--- src/mmcv_pkg.sv ---
// Shared types, constants and arithmetic helpers of the monophonic MIDI-to-CV voice.
package mmcv_pkg;

    // Defaults for the top-level parameters
    localparam int HISTORY_DEPTH_DEF  = 8;
    localparam int MAX_BEND_RANGE_DEF = 12;
    localparam int DEFAULT_NOTE_DEF   = 60;

    // Register reset values
    localparam logic        VOICE_MODE_RST = 1'b0;
    localparam logic [10:0] STEP_SIZE_RST  = 11'd546;
    localparam logic [3:0]  BEND_RANGE_RST = 4'd2;

    localparam int          MIDDLE_NOTE  = 60;
    localparam int          SCALE_OFFSET = 32768;   // 0x800 << 4
    localparam logic [11:0] CV_MAX       = 12'hfff;
    localparam logic [6:0]  DAMPER_CC    = 7'd64;
    localparam logic [6:0]  DAMPER_DOWN  = 7'h7f;
    localparam logic [6:0]  DAMPER_UP    = 7'h00;
    localparam int          BEND_SHIFT   = 13;

    // Shared shift-add multiplier: 12 multiplier bits, 26-bit signed accumulator
    localparam int MUL_BITS = 12;
    localparam int ACC_W    = 26;

    typedef enum logic [1:0] {
        KIND_NOTE_OFF = 2'd0,
        KIND_NOTE_ON  = 2'd1,
        KIND_CTRL     = 2'd2,
        KIND_BEND     = 2'd3
    } t_kind;

    typedef enum logic [1:0] {
        CFG_VOICE_MODE = 2'd0,
        CFG_STEP_SIZE  = 2'd1,
        CFG_BEND_RANGE = 2'd2
    } t_cfg_index;

    typedef enum logic [2:0] {
        ST_IDLE,
        ST_SCAN,
        ST_SEARCH,
        ST_MUL,
        ST_EMIT
    } t_state;

    typedef enum logic [1:0] {
        PH_NOTE,
        PH_BEND_BASE,
        PH_BEND_SIDE,
        PH_BEND_MUL
    } t_phase;

    // Sign-extend a 9-bit note offset to the accumulator width
    function automatic logic [ACC_W-1:0] sext9(input logic [8:0] x);
        return {{(ACC_W-9){x[8]}}, x};
    endfunction

    // (32768 + prod) / 16, clamped to 0..4095
    function automatic logic [11:0] scale_fin(input logic [ACC_W-1:0] acc);
        logic [ACC_W-1:0] v;
        v = acc + ACC_W'(SCALE_OFFSET);
        if (v[ACC_W-1]) begin
            return '0;
        end else if (|v[ACC_W-2:16]) begin
            return CV_MAX;
        end else begin
            return v[15:4];
        end
    endfunction

    // scale + signed bend, saturated to 0..4095
    function automatic logic [11:0] cv_clamp(input logic [11:0] sc,
                                             input logic [12:0] bend);
        logic [13:0] s;
        s = {2'b00, sc} + {bend[12], bend};
        if (s[13]) begin
            return '0;
        end else if (s[12]) begin
            return CV_MAX;
        end else begin
            return s[11:0];
        end
    endfunction

endpackage

--- src/mono_midi_to_cv_voice_unit.sv ---
// Monophonic last-note-priority MIDI-to-CV voice with a bit-serial scale and bend unit.
//
//  channel   | dir | handshake                    | payload
//  ----------+-----+------------------------------+---------------------------------------
//  s_axis    | in  | s_axis_tvalid/s_axis_tready  | tuser: kind; tdata: data_first,
//            |     |                              |   data_second
//  m_axis    | out | m_axis_tvalid/m_axis_tready  | tdata: cv_value, cv_written,
//            |     |                              |   gate_level, gate_written
//  cfg       | in  | i_cfg_valid/o_cfg_ready      | i_cfg_index, i_cfg_data
//
// Flow: one request at a time. A note event scans the held-note ring one slot per cycle,
// may walk back through it for the fallback note and runs at most one multiplier pass.
// A pitch bend runs three passes, a damper release at most one, other events none.
// Reset: synchronous, active low; clears the ring's valid bits, damper, bend and registers.
// Stalls: a waiting result holds in the output register; only the next result stalls.
module mono_midi_to_cv_voice_unit
    import mmcv_pkg::*;
#(
    parameter int HISTORY_DEPTH  = HISTORY_DEPTH_DEF,
    parameter int MAX_BEND_RANGE = MAX_BEND_RANGE_DEF,
    parameter int DEFAULT_NOTE   = DEFAULT_NOTE_DEF
) (
    input  logic        i_clk,
    input  logic        i_rst_n,

    input  logic        s_axis_tvalid,
    output logic        s_axis_tready,
    input  logic [15:0] s_axis_tdata,   // [6:0] data_first, [13:7] data_second, [15:14] zero
    input  logic [1:0]  s_axis_tuser,   // [1:0] kind

    output logic        m_axis_tvalid,
    input  logic        m_axis_tready,
    output logic [15:0] m_axis_tdata,   // [11:0] cv_value, [12] cv_written,
                                        // [13] gate_level, [14] gate_written, [15] zero

    input  logic        i_cfg_valid,
    output logic        o_cfg_ready,
    input  logic [1:0]  i_cfg_index,
    input  logic [10:0] i_cfg_data
);

    localparam int IDXW = (HISTORY_DEPTH > 1) ? $clog2(HISTORY_DEPTH) : 1;
    localparam logic [IDXW-1:0] LAST_SLOT = IDXW'(HISTORY_DEPTH - 1);
    localparam logic [6:0] NOTE_LO = 7'(MAX_BEND_RANGE);
    localparam logic [6:0] NOTE_HI = 7'(127 - MAX_BEND_RANGE);

    // control state
    t_state r_state, n_state;
    t_phase r_phase, n_phase;
    logic r_mode, n_mode;
    logic [10:0] r_step, n_step;
    logic [3:0] r_range, n_range;
    logic [HISTORY_DEPTH-1:0] r_valid, n_valid;
    logic [IDXW-1:0] r_newest, n_newest;
    logic r_damper, n_damper;
    logic [6:0] r_note, n_note;
    logic [12:0] r_bend, n_bend;
    logic r_ovalid, n_ovalid;

    // payload
    logic [6:0] r_hist [HISTORY_DEPTH];
    logic [6:0] r_hist_rd;
    logic hist_we;
    logic [IDXW-1:0] hist_waddr;
    t_kind r_kind, n_kind;
    logic [6:0] r_d1, n_d1, r_d2, n_d2;
    logic [IDXW-1:0] r_idx, n_idx;
    logic r_held, n_held;
    logic [ACC_W-1:0] r_acc, n_acc, r_mcand, n_mcand;
    logic [MUL_BITS-1:0] r_mplier, n_mplier;
    logic [3:0] r_mcnt, n_mcnt;
    logic [11:0] r_sc0, n_sc0;
    logic [11:0] r_pcv, n_pcv;
    logic r_pcvw, n_pcvw, r_pgate, n_pgate, r_pgw, n_pgw;
    logic [11:0] r_ocv, n_ocv;
    logic r_ocvw, n_ocvw, r_ogate, n_ogate, r_ogw, n_ogw;

    // request decode
    logic in_acc;
    t_kind in_kind;
    logic [6:0] in_d1, in_d2;
    logic in_note_ok, in_release;

    // scan/search helpers
    logic scan_last, valid_cur, keep_cur, held_fin, newest_after;
    logic [IDXW-1:0] newest_inc, idx_dec, newest_dec;

    // arithmetic helpers
    logic mul_done, out_free, b_neg;
    logic [13:0] b_val;
    logic [8:0] x_side;
    logic [11:0] sc_now, d_diff;
    logic [12:0] bend_new;

    assign in_acc  = s_axis_tvalid & s_axis_tready;
    assign in_kind = t_kind'(s_axis_tuser);
    assign in_d1   = s_axis_tdata[6:0];
    assign in_d2   = s_axis_tdata[13:7];
    assign in_note_ok = ((in_kind == KIND_NOTE_OFF) || (in_kind == KIND_NOTE_ON))
                        && (in_d1 >= NOTE_LO) && (in_d1 <= NOTE_HI);
    // damper up with no note held releases the gate
    assign in_release = (in_kind == KIND_CTRL) && (in_d1 == DAMPER_CC)
                        && (in_d2 == DAMPER_UP) && !(|r_valid);

    // r_hist_rd holds the ring entry at r_idx (read at the previous edge with n_idx)
    assign scan_last    = (r_idx == LAST_SLOT);
    assign valid_cur    = r_valid[r_idx];
    assign keep_cur     = valid_cur && (r_hist_rd != r_d1);
    assign held_fin     = r_held | keep_cur;
    assign newest_after = (r_newest == r_idx) ? keep_cur : r_valid[r_newest];
    assign newest_inc   = (r_newest == LAST_SLOT) ? '0 : r_newest + IDXW'(1);
    assign newest_dec   = (r_newest == '0) ? LAST_SLOT : r_newest - IDXW'(1);
    assign idx_dec      = (r_idx == '0) ? LAST_SLOT : r_idx - IDXW'(1);

    assign mul_done = (r_mcnt == 4'(MUL_BITS));
    assign out_free = !r_ovalid || m_axis_tready;
    // bend = {d2,d1} - 8192: flip the top bit; negative when d2[6] is clear
    assign b_neg    = ~r_d2[6];
    assign b_val    = {~r_d2[6], r_d2[5:0], r_d1};
    assign x_side   = b_neg ? ({2'b00, r_note} - 9'(MIDDLE_NOTE) - {5'b0, r_range})
                            : ({2'b00, r_note} - 9'(MIDDLE_NOTE) + {5'b0, r_range});
    assign sc_now   = scale_fin(r_acc);
    assign d_diff   = b_neg ? (r_sc0 - sc_now) : (sc_now - r_sc0);
    assign bend_new = r_acc[ACC_W-1:BEND_SHIFT];

    // next state
    always_comb begin
        n_state = r_state;
        case (r_state)
            ST_IDLE: begin
                if (in_acc) begin
                    if (in_note_ok) begin
                        n_state = ST_SCAN;
                    end else if (in_kind == KIND_BEND) begin
                        n_state = ST_MUL;
                    end else if (in_release) begin
                        n_state = r_mode ? ST_EMIT : ST_MUL;
                    end
                end
            end
            ST_SCAN: begin
                if (scan_last) begin
                    if (r_kind == KIND_NOTE_ON) begin
                        if (!r_mode) begin
                            n_state = ST_MUL;
                        end else begin
                            n_state = held_fin ? ST_IDLE : ST_EMIT;
                        end
                    end else if (newest_after) begin
                        n_state = ST_IDLE;
                    end else if (held_fin) begin
                        n_state = ST_SEARCH;
                    end else if (r_damper) begin
                        n_state = ST_IDLE;
                    end else begin
                        n_state = r_mode ? ST_EMIT : ST_MUL;
                    end
                end
            end
            ST_SEARCH: begin
                if (valid_cur) begin
                    n_state = r_mode ? ST_IDLE : ST_MUL;
                end
            end
            ST_MUL: begin
                if (mul_done && (r_phase == PH_NOTE || r_phase == PH_BEND_MUL)) begin
                    n_state = ST_EMIT;
                end
            end
            ST_EMIT: begin
                if (out_free) begin
                    n_state = ST_IDLE;
                end
            end
            default: n_state = ST_IDLE;
        endcase
    end

    // port outputs
    always_comb begin
        s_axis_tready = (r_state == ST_IDLE);
        o_cfg_ready   = 1'b1;
        m_axis_tvalid = r_ovalid;
        m_axis_tdata  = {1'b0, r_ogw, r_ogate, r_ocvw, r_ocv};
    end

    // datapath
    always_comb begin
        n_phase  = r_phase;
        n_mode   = r_mode;
        n_step   = r_step;
        n_range  = r_range;
        n_valid  = r_valid;
        n_newest = r_newest;
        n_damper = r_damper;
        n_note   = r_note;
        n_bend   = r_bend;
        n_ovalid = r_ovalid;
        n_kind   = r_kind;
        n_d1     = r_d1;
        n_d2     = r_d2;
        n_idx    = r_idx;
        n_held   = r_held;
        n_acc    = r_acc;
        n_mcand  = r_mcand;
        n_mplier = r_mplier;
        n_mcnt   = r_mcnt;
        n_sc0    = r_sc0;
        n_pcv    = r_pcv;
        n_pcvw   = r_pcvw;
        n_pgate  = r_pgate;
        n_pgw    = r_pgw;
        n_ocv    = r_ocv;
        n_ocvw   = r_ocvw;
        n_ogate  = r_ogate;
        n_ogw    = r_ogw;
        hist_we    = 1'b0;
        hist_waddr = newest_inc;

        if (r_ovalid && m_axis_tready) begin
            n_ovalid = 1'b0;
        end

        if (i_cfg_valid) begin
            case (t_cfg_index'(i_cfg_index))
                CFG_VOICE_MODE: n_mode  = i_cfg_data[0];
                CFG_STEP_SIZE:  n_step  = i_cfg_data;
                CFG_BEND_RANGE: n_range = i_cfg_data[3:0];
                default: ;
            endcase
        end

        case (r_state)
            ST_IDLE: begin
                if (in_acc) begin
                    n_kind = in_kind;
                    n_d1   = in_d1;
                    n_d2   = in_d2;
                    n_idx  = '0;
                    n_held = 1'b0;
                    if ((in_kind == KIND_CTRL) && (in_d1 == DAMPER_CC)) begin
                        if (in_d2 == DAMPER_DOWN) begin
                            n_damper = 1'b1;
                        end else if (in_d2 == DAMPER_UP) begin
                            n_damper = 1'b0;
                        end
                    end
                    // both the bend and a release start with scale(current note)
                    n_acc    = '0;
                    n_mcand  = sext9({2'b00, r_note} - 9'(MIDDLE_NOTE));
                    n_mplier = {1'b0, r_step};
                    n_mcnt   = '0;
                    n_phase  = (in_kind == KIND_BEND) ? PH_BEND_BASE : PH_NOTE;
                    n_pcv    = '0;
                    n_pcvw   = 1'b0;
                    n_pgate  = 1'b0;
                    n_pgw    = (in_kind != KIND_BEND);
                end
            end
            ST_SCAN: begin
                n_valid[r_idx] = keep_cur;
                n_held = held_fin;
                n_idx  = r_idx + IDXW'(1);
                if (scan_last) begin
                    n_acc    = '0;
                    n_mplier = {1'b0, r_step};
                    n_mcnt   = '0;
                    n_phase  = PH_NOTE;
                    n_mcand  = sext9({2'b00, r_d1} - 9'(MIDDLE_NOTE));
                    if (r_kind == KIND_NOTE_ON) begin
                        hist_we    = 1'b1;
                        hist_waddr = newest_inc;
                        n_newest   = newest_inc;
                        n_valid[newest_inc] = 1'b1;
                        n_note  = r_mode ? r_note : r_d1;
                        n_pcv   = {r_d2, 5'b0};
                        n_pcvw  = 1'b1;
                        n_pgate = 1'b1;
                        n_pgw   = 1'b1;
                    end else begin
                        n_idx   = newest_dec;
                        // nothing left held: release with the note just lifted
                        if (!held_fin && !r_damper && !r_mode) begin
                            n_note = r_d1;
                        end
                        n_pcv   = '0;
                        n_pcvw  = 1'b0;
                        n_pgate = 1'b0;
                        n_pgw   = 1'b1;
                    end
                end
            end
            ST_SEARCH: begin
                n_idx = idx_dec;
                if (valid_cur) begin
                    n_newest = r_idx;
                    n_acc    = '0;
                    n_mplier = {1'b0, r_step};
                    n_mcnt   = '0;
                    n_phase  = PH_NOTE;
                    n_mcand  = sext9({2'b00, r_hist_rd} - 9'(MIDDLE_NOTE));
                    n_pgate  = 1'b1;
                    n_pgw    = 1'b1;
                    if (!r_mode) begin
                        n_note = r_hist_rd;
                    end
                end
            end
            ST_MUL: begin
                if (!mul_done) begin
                    if (r_mplier[0]) begin
                        n_acc = r_acc + r_mcand;
                    end
                    n_mcand  = {r_mcand[ACC_W-2:0], 1'b0};
                    n_mplier = {1'b0, r_mplier[MUL_BITS-1:1]};
                    n_mcnt   = r_mcnt + 4'd1;
                end else begin
                    n_acc  = '0;
                    n_mcnt = '0;
                    case (r_phase)
                        PH_NOTE: begin
                            n_pcv  = cv_clamp(sc_now, r_bend);
                            n_pcvw = 1'b1;
                        end
                        PH_BEND_BASE: begin
                            n_sc0    = sc_now;
                            n_mcand  = sext9(x_side);
                            n_mplier = {1'b0, r_step};
                            n_phase  = PH_BEND_SIDE;
                        end
                        PH_BEND_SIDE: begin
                            n_mcand  = {{(ACC_W-14){b_val[13]}}, b_val};
                            n_mplier = d_diff;
                            n_phase  = PH_BEND_MUL;
                        end
                        PH_BEND_MUL: begin
                            n_bend = bend_new;
                            n_pcv  = cv_clamp(r_sc0, bend_new);
                            n_pcvw = 1'b1;
                        end
                        default: ;
                    endcase
                end
            end
            ST_EMIT: begin
                if (out_free) begin
                    n_ovalid = 1'b1;
                    n_ocv    = r_pcv;
                    n_ocvw   = r_pcvw;
                    n_ogate  = r_pgate;
                    n_ogw    = r_pgw;
                end
            end
            default: ;
        endcase
    end

    // control registers
    always_ff @(posedge i_clk) begin
        if (!i_rst_n) begin
            r_state  <= ST_IDLE;
            r_phase  <= PH_NOTE;
            r_mode   <= VOICE_MODE_RST;
            r_step   <= STEP_SIZE_RST;
            r_range  <= BEND_RANGE_RST;
            r_valid  <= '0;
            r_newest <= '0;
            r_damper <= 1'b0;
            r_note   <= 7'(DEFAULT_NOTE);
            r_bend   <= '0;
            r_ovalid <= 1'b0;
        end else begin
            r_state  <= n_state;
            r_phase  <= n_phase;
            r_mode   <= n_mode;
            r_step   <= n_step;
            r_range  <= n_range;
            r_valid  <= n_valid;
            r_newest <= n_newest;
            r_damper <= n_damper;
            r_note   <= n_note;
            r_bend   <= n_bend;
            r_ovalid <= n_ovalid;
        end
    end

    // payload registers
    always_ff @(posedge i_clk) begin
        if (hist_we) begin
            r_hist[hist_waddr] <= r_d1;
        end
        r_hist_rd <= r_hist[n_idx];
        r_kind   <= n_kind;
        r_d1     <= n_d1;
        r_d2     <= n_d2;
        r_idx    <= n_idx;
        r_held   <= n_held;
        r_acc    <= n_acc;
        r_mcand  <= n_mcand;
        r_mplier <= n_mplier;
        r_mcnt   <= n_mcnt;
        r_sc0    <= n_sc0;
        r_pcv    <= n_pcv;
        r_pcvw   <= n_pcvw;
        r_pgate  <= n_pgate;
        r_pgw    <= n_pgw;
        r_ocv    <= n_ocv;
        r_ocvw   <= n_ocvw;
        r_ogate  <= n_ogate;
        r_ogw    <= n_ogw;
    end

endmodule
--- config.mk ---
export PLATFORM = sky130hd
export DESIGN_NAME = mono_midi_to_cv_voice_unit
export DESIGN_NICKNAME = d
export VERILOG_FILES = /design/src/mmcv_pkg.sv /design/src/mono_midi_to_cv_voice_unit.sv
export SDC_FILE = /design/constraint.sdc
export NUM_CORES = 1
export LEC_CHECK = 0
export ABC_AREA = 0
export BUFFER_PORTS_ARGS = -buffer_cell sky130_fd_sc_hd__buf_2
export CORE_MARGIN = 10
export CORE_UTILIZATION = 60
export CTS_BUF_LIST = sky130_fd_sc_hd__clkbuf_2 sky130_fd_sc_hd__clkbuf_4 sky130_fd_sc_hd__clkbuf_8
export CTS_CLUSTER_DIAMETER = 120
export DETAILED_ROUTE_END_ITERATION = 7
export PLACE_DENSITY_LB_ADDON = 0.15
export SETUP_SLACK_MARGIN = 0.05
export SKIP_CTS_REPAIR_TIMING = 1
export SLEW_MARGIN = 20
export SYNTH_ARGS = -nofsm -noshare
export SYNTH_HDL_FRONTEND = slang
export SYNTH_SLANG_ARGS = --single-unit
--- constraint.sdc ---
create_clock -name i_clk -period 13.32 [get_ports i_clk]
set_clock_uncertainty 0.2 [all_clocks]
set_input_delay 1.998 -clock i_clk [delete_from_list [all_inputs] [get_ports i_clk]]
set_output_delay 1.998 -clock i_clk [all_outputs]
set_load 0.05 [all_outputs]
==> out/metrics.yaml, run 1 <==
ys_ff_latch: 247
dp_slack_ns: 7.933
min_period_over_period: 0.4099
die_w_um: 176.1
overflow: 0
ys_async_sr_fraction: 0
netlist.area_leader.share: 0.3760
gp_congestion: 0.9111
place_area_um2: 15070
design.die.area_um2: 31000
ant_nets: 0
yosysUniqueCellTypes: 88
cts_sinks: 247
drc: 0
yosysTopAreaCell: "edfxtp_1"
ys_seq_area_frac: 0.4637
grtUsageMet3: 0.04592
grt_pass1_vias: 10870
seq_area_um2: 6777
fmax_ghz: 0.1832
cap_violations: 0
grt_first_pass_wirelength_um: 57790
slew_headroom: 0.2922
setup_viol: 0
ios: 55
synth_mux_area_frac: 0.04803
hp-class: "flop to flop"
status: "complete, no violations"
clk_pin_slew_ns: 0.06
synth_area_um2: 14620
peakVddDrop_uv: 165.5
tightest_slew_ns: 1.058
slowest_stage: "xor2_1"
num_rows: 57
cts_tree: "built"
start_util: 0.6045
worst-setup-path-type: "flop to flop"
synth-simple-area-share: 0.1370
yosysWarnings: 0
crit_chain: "ha_1 -> nor4_1 -> a32oi_1 -> o21ai_0 -> o21ai_1 -> o21ai_0 -> inv_1 -> fa_1 -> a211o_1 -> o211ai_1 -> a21oi_1 -> nand3_1 -> nand2_1 -> xor2_1 -> a21oi_1 -> o211ai_1"
critPathTopFamily: "compound AO/OA/AOI/OAI gates"
leakagePower_uw: 0.006322
h-tree-depth: 2
path_buf_inv: 1
slew_violations: 0
dpl.hpwl_um: 26720
multiInputGateArea_um2: 7301
clock_latency_ns: 0.54
routedWlPerCell_um: 19.92
p_per_area_nw_per_um2: 252.1
grt_use_met2: 0.3558
vias: 11410
avgSynthCellArea_um2: 10.11
drt-total-wl_um: 36750
synth_edf_count: 183
synth-xor-area-share: 0.04315
nNetsFinal: 1624
final_layout_size_suffix_gt1_frac: 0.1127
drt_first_pass_iters: 6
grt.busiest_layer: "met2"
arrival_ns: 5.64
cp_data_required_time_ns: 13.50
fin_tns_setup_ns: 0
path_max_fanout: 12
die_h_um: 176.1
rsz0062_at_grt: "false"
core_area_um2: 24180
instances_no_fill: 1845
layout_setup_ws_ns: 7.860
track_usage: 0.2306
drtIter0Drc: 1140
synth_area_leaders: "edfxtp_1, dfxtp_1, ha_1"
critPathLaunchType: "flop"
antenna_found_initial: 3
port_buffers: 50
design_area_um2: 16030
syn-num-nets: 1585
min_period_ns: 5.460
finalHoldViolCount: 0
num-fill-cells: 1915
vias_per_cell: 6.186
max_stage_delay_ns: 0.70
cts-root-buf: "clkbuf_8"
fin_util: 0.6630
clk_path_buf_depth: 3
dpl.cell_count: 1764
synth_cells: 1445
synth_adder_area_share: 0.09212
cts_buffers: 42
endpoint_kind: "flop"
synth-compound-area-share: 0.1763
synth_top_family_by_area: "compound AO/OA/AOI/OAI gates"
met1_usage: 0.3258
grt_max_degree: 45
area_delta_synth_final_pct: 9.683
synth_flop_cell: "edfxtp_1"
==> per-layer routing <==
layer / up-vias / wire length [µm]
met2: 421 / 16460
met1: 5508 / 16580
met3: 55 / 3101
met5: - / 0
met4: 0 / 605
li1: 5429 / -
==> state kept, by name, indices dropped and copies added (netlist names), 3 cells and up <==
register	flops
r_hist	56
r_acc	26
r_mcand	26
r_bend	13
r_mplier	12
r_ocv	12
r_pcv	12
r_sc0	12
r_step	11
r_valid	8
r_d1	7
r_d2	7
r_hist_rd	7
r_note	7
r_mcnt	4
r_range	4
r_idx	3
r_newest	3
r_state	3
==> worst register-to-register path, cell delays in order, from the launching register on <==
cell      delay [ns]
edfxtp_1        0.56
ha_1            0.39
nor4_1          0.29
a32oi_1         0.15
o21ai_0         0.18
o21ai_1         0.30
o21ai_0         0.49
inv_1           0.25
fa_1            0.50
a211o_1         0.31
o211ai_1        0.19
a21oi_1         0.19
nand3_1         0.12
nand2_1         0.06
xor2_1          0.70
a21oi_1         0.20
o211ai_1        0.22
==> cell usage after synthesis (8+ instances only) <==
master	number
nor2b_1	24
a31oi_1	14
mux2_2	9
clkbuf_1	46
o21ai_0	72
a211oi_1	19
o21a_1	23
nor2_1	140
o22ai_1	16
a2111o_1	13
buf_2	8
ha_1	98
inv_1	62
nand2b_1	11
nand2_1	120
mux2i_1	60
a21oi_1	118
xnor2_1	41
a22oi_1	9
edfxtp_1	183
dfxtp_1	64
a21o_1	18
and3_1	15
xor2_1	31
nor4_1	9
nand3_1	34
nor3_1	30
==> power by group <==
part	leakage, µW	total, µW	switching (µW)	internal [µW]
registers	0.00226	1330	215	1110
clock network	0.000498	760	314	446
logic	0.00356	1950	1140	808
total	0.00632	4040	1670	2370
==> final cells by class <==
type | count | share of cell area
multi-input combinational | 1066 | 0.4554
clock inverter | 15 | 0.009366
clock buffer | 62 | 0.05011
antenna | 4 | 0.0006244
tap | 324 | 0.02529
inverter | 65 | 0.01522
sequential | 247 | 0.4227
timing repair buffer | 62 | 0.02123
==> per-stage QoR <==
stage / hold WS (ns) / total power [µW]
2_1_floorplan: 0.2003 / 2789
3_3_place_gp: 0.2022 / 3201
3_5_place_dp: 0.2071 / 3250
4_1_cts: 0.2194 / 4025
5_1_grt: 0.2209 / 4317
6_report: 0.2234 / 4040
==> worst paths after layout <==
kind	slack (ns)	from	cells past startpoint	to
setup reg to reg	7.86	r_acc[15]	16	r_pcv[11]
hold / removal	0.22	r_pcvw	0	r_ocvw
hold reg to reg	0.22	r_pcvw	0	r_ocvw
setup / recovery	7.86	r_acc[15]	16	r_pcv[11]
==> cells in the final DEF (no fill, tap or decap), types with 15 or more instances in the layout <==
master	count
edfxtp_1	183
nor2_1	139
nand2_1	120
a21oi_1	118
ha_1	98
o21ai_0	71
dfxtp_1	64
inv_1	62
mux2i_1	60
clkbuf_8	54
buf_2	50
xnor2_1	41
nand3_1	34
xor2_1	31
nor3_1	29
nor2b_1	24
o21a_1	23
a211oi_1	19
a21o_1	18
o22ai_1	16
and3_1	15
==> cells by family after synthesis <==
group	Yosys count
simple gates	429
fa+ha+maj	104
mux	69
compound gates	390
xor+xnor	72
other cells	2
buf+inv	132
flops	247
Power figures use the tool's default switching activity.
==> run 2: changes to the inputs <==
CORE_UTILIZATION = 59   (was 60)
clock period = 4.6 ns   (was 13.32 ns; I/O delays follow)
==> run 2 against run 1 <==
Maximum frequency is 24% higher. Final cell count is 1.8% higher. Die area is 1.5% higher. Worst hold slack worse by 0.096 ns. First-iteration DRC count is 11% higher. Clock-buffer cell count stayed put.
==> out/metrics.yaml, run 2 (synthesis results as in run 1) <==
endpoint: "r_pcv[6]"  # was r_pcv[11]
design.die.area_um2: 31470  # was 31000 µm²
setup_viol: 0  # unchanged
antenna_found_initial: 0  # was 3
min_period_ns: 4.410  # was 5.460 ns
clk_pin_slew_ns: 0.06  # about the same
vias: 11610  # was 11410
r2r_end: "r_pcv[6]"  # was r_pcv[11]
core_area_um2: 24320  # was 24180 µm²
ant_nets: 0  # unchanged
grt_pass1_vias: 11040  # was 10870
port_buffers: 50  # unchanged
hp-class: "input pin to flop"  # was flop to flop
final_layout_size_suffix_gt1_frac: 0.1366  # was 0.1127
reg2reg_depth: 16  # unchanged
critPathLaunchType: "flop"  # unchanged
power.total_uw: 11860  # was 4040 µW
top_layer_used: "met4"  # unchanged
clock_latency_ns: 0.56  # was 0.54 ns
drt-total-wl_um: 37210  # was 36750 µm
largest-register: "r_hist"  # unchanged
largest_reg_flops: 56  # unchanged
whs_ns: 0.1275  # was 0.2234 ns
min_period_over_period: 0.9587  # was 0.4099
final_common_cell: "edfxtp_1"  # unchanged
leakagePower_uw: 0.006493  # was 0.006322 µW
finalHoldViolCount: 0  # unchanged
worst-setup-path-type: "flop to flop"  # unchanged
fin_tns_setup_ns: 0  # unchanged
clk_path_buf_depth: 3  # unchanged
dp_slack_ns: -0.09463  # was 7.933 ns
final_cell_mix: "edfxtp_1, nor2_1, nand2_1"  # unchanged
tightest_slew_ns: 0.9472  # was 1.058 ns
num_rows: 57  # unchanged
cts_tree: "built"  # unchanged
cts_sinks: 247  # unchanged
dpl.hpwl_um: 27250  # was 26720 µm
p_per_area_nw_per_um2: 728.2  # was 252.1 nW/µm²
slew_violations: 0  # unchanged
rr_startpoint: "r_acc[21]"  # was r_acc[15]
arrival_ns: 4.56  # was 5.64 ns
grt_first_pass_wirelength_um: 58240  # was 57790 µm
track_usage: 0.2299  # was 0.2306
die_h_um: 177.4  # was 176.1 µm
start_util: 0.6010  # was 0.6045
met3WireLength_um: 3414  # was 3101 µm
fmax_ghz: 0.2268  # was 0.1832 GHz
reg_top3: "r_hist (56), r_acc (26), r_mcand (26)"  # unchanged
nNetsFinal: 1660  # was 1624
drtIter0Drc: 1271  # was 1140
grt_max_degree: 39  # was 45
area_delta_synth_final_pct: 11.40  # was 9.683%
met1_length_um: 16780  # was 16580 µm
cts-root-buf: "clkbuf_8"  # unchanged
slew_headroom: 0.3637  # was 0.2922
routedWlPerCell_um: 19.82  # was 19.92 µm
drc: 0  # unchanged
drt_first_pass_iters: 6  # unchanged
startpoint: "r_acc[21]"  # was r_acc[15]
gp_congestion: 0.9465  # was 0.9111
h-tree-depth: 2  # unchanged
vias_per_cell: 6.180  # was 6.186
cap_violations: 0  # unchanged
cp_data_required_time_ns: 4.75  # was 13.50 ns
rsz0062_at_grt: "false"  # unchanged
layout_setup_ws_ns: 0.1899  # was 7.860 ns
endpoint_kind: "flop"  # unchanged
overflow: 0  # unchanged
route.met2.wl_um: 16380  # was 16460 µm
peakVddDrop_uv: 328.9  # was 165.5 µV
ios: 55  # unchanged
reg2reg_slack_ns: 0.19  # was 7.86 ns
cts_buffers: 43  # was 42
status: "complete, no violations"  # unchanged
path_max_fanout: 12  # unchanged
die_w_um: 177.4  # was 176.1 µm
-- run 2: how the worst min path moves through the flow --
stage	from	to	slack [ns]	depth (start not counted)
4_1_cts	s_axis_tdata[1]	r_d1[1]	0.11	1
3_3_place_gp	r_pgate	r_ogate	0.20	0
5_1_grt	s_axis_tdata[1]	r_d1[1]	0.11	1
3_5_place_dp	r_pcvw	r_ocvw	0.21	0
6_report	s_axis_tdata[1]	r_d1[1]	0.13	1
2_1_floorplan	r_pcv[0]	r_ocv[0]	0.20	0
-- run 2: report_power, final --
part / switching [µW] / internal [µW]
Sequential: 567 / 3220
Combinational: 3460 / 2480
Clock: 896 / 1230
Total: 4920 / 6940
-- run 2: cell type report --
type                    count  area, µm²
fillers                  1931       8038
multi-input cells        1066       7343
flip-flops and latches    247       6777
clock buffers              62      759.5
repair buffers             97      603.1
well taps                 324      405.4
inverters                  65      244.0
clock inverters            15      145.1
diodes                      2      5.005
-- run 2: routing by layer --
| layer | vias up | GRT usage |
|---|---|---|
| met1 | 5573 | 0.3321 |
| met5 | - | 0 |
| met3 | 57 | 0.03931 |
| met2 | 469 | 0.3535 |
| li1 | 5507 | - |
| met4 | 0 | 0.05384 |
-- run 2: through the flow --
stage	area (µm²)	instances	util
final	16280	1878	0.6695
after global routing	16280	1876	0.6693
after CTS	16230	1875	0.6673
after detailed placement	15320	1798	0.6301
after global placement	15320	1798	0.6301
after floorplan	14620	1445	-
-- run 2: critical path: stages (launching register included) --
cell,delay [ns]
edfxtp_1,0.47
nand2_1,0.13
or4_1,0.52
a21oi_1,0.19
o21ai_2,0.13
o21ai_0,0.27
inv_1,0.11
ha_1,0.23
fa_1,0.41
a211o_1,0.31
o211ai_1,0.12
a21oi_1,0.12
nand3_1,0.10
nand2_1,0.08
xor2_2,0.45
nor2_1,0.14
o221ai_1,0.22
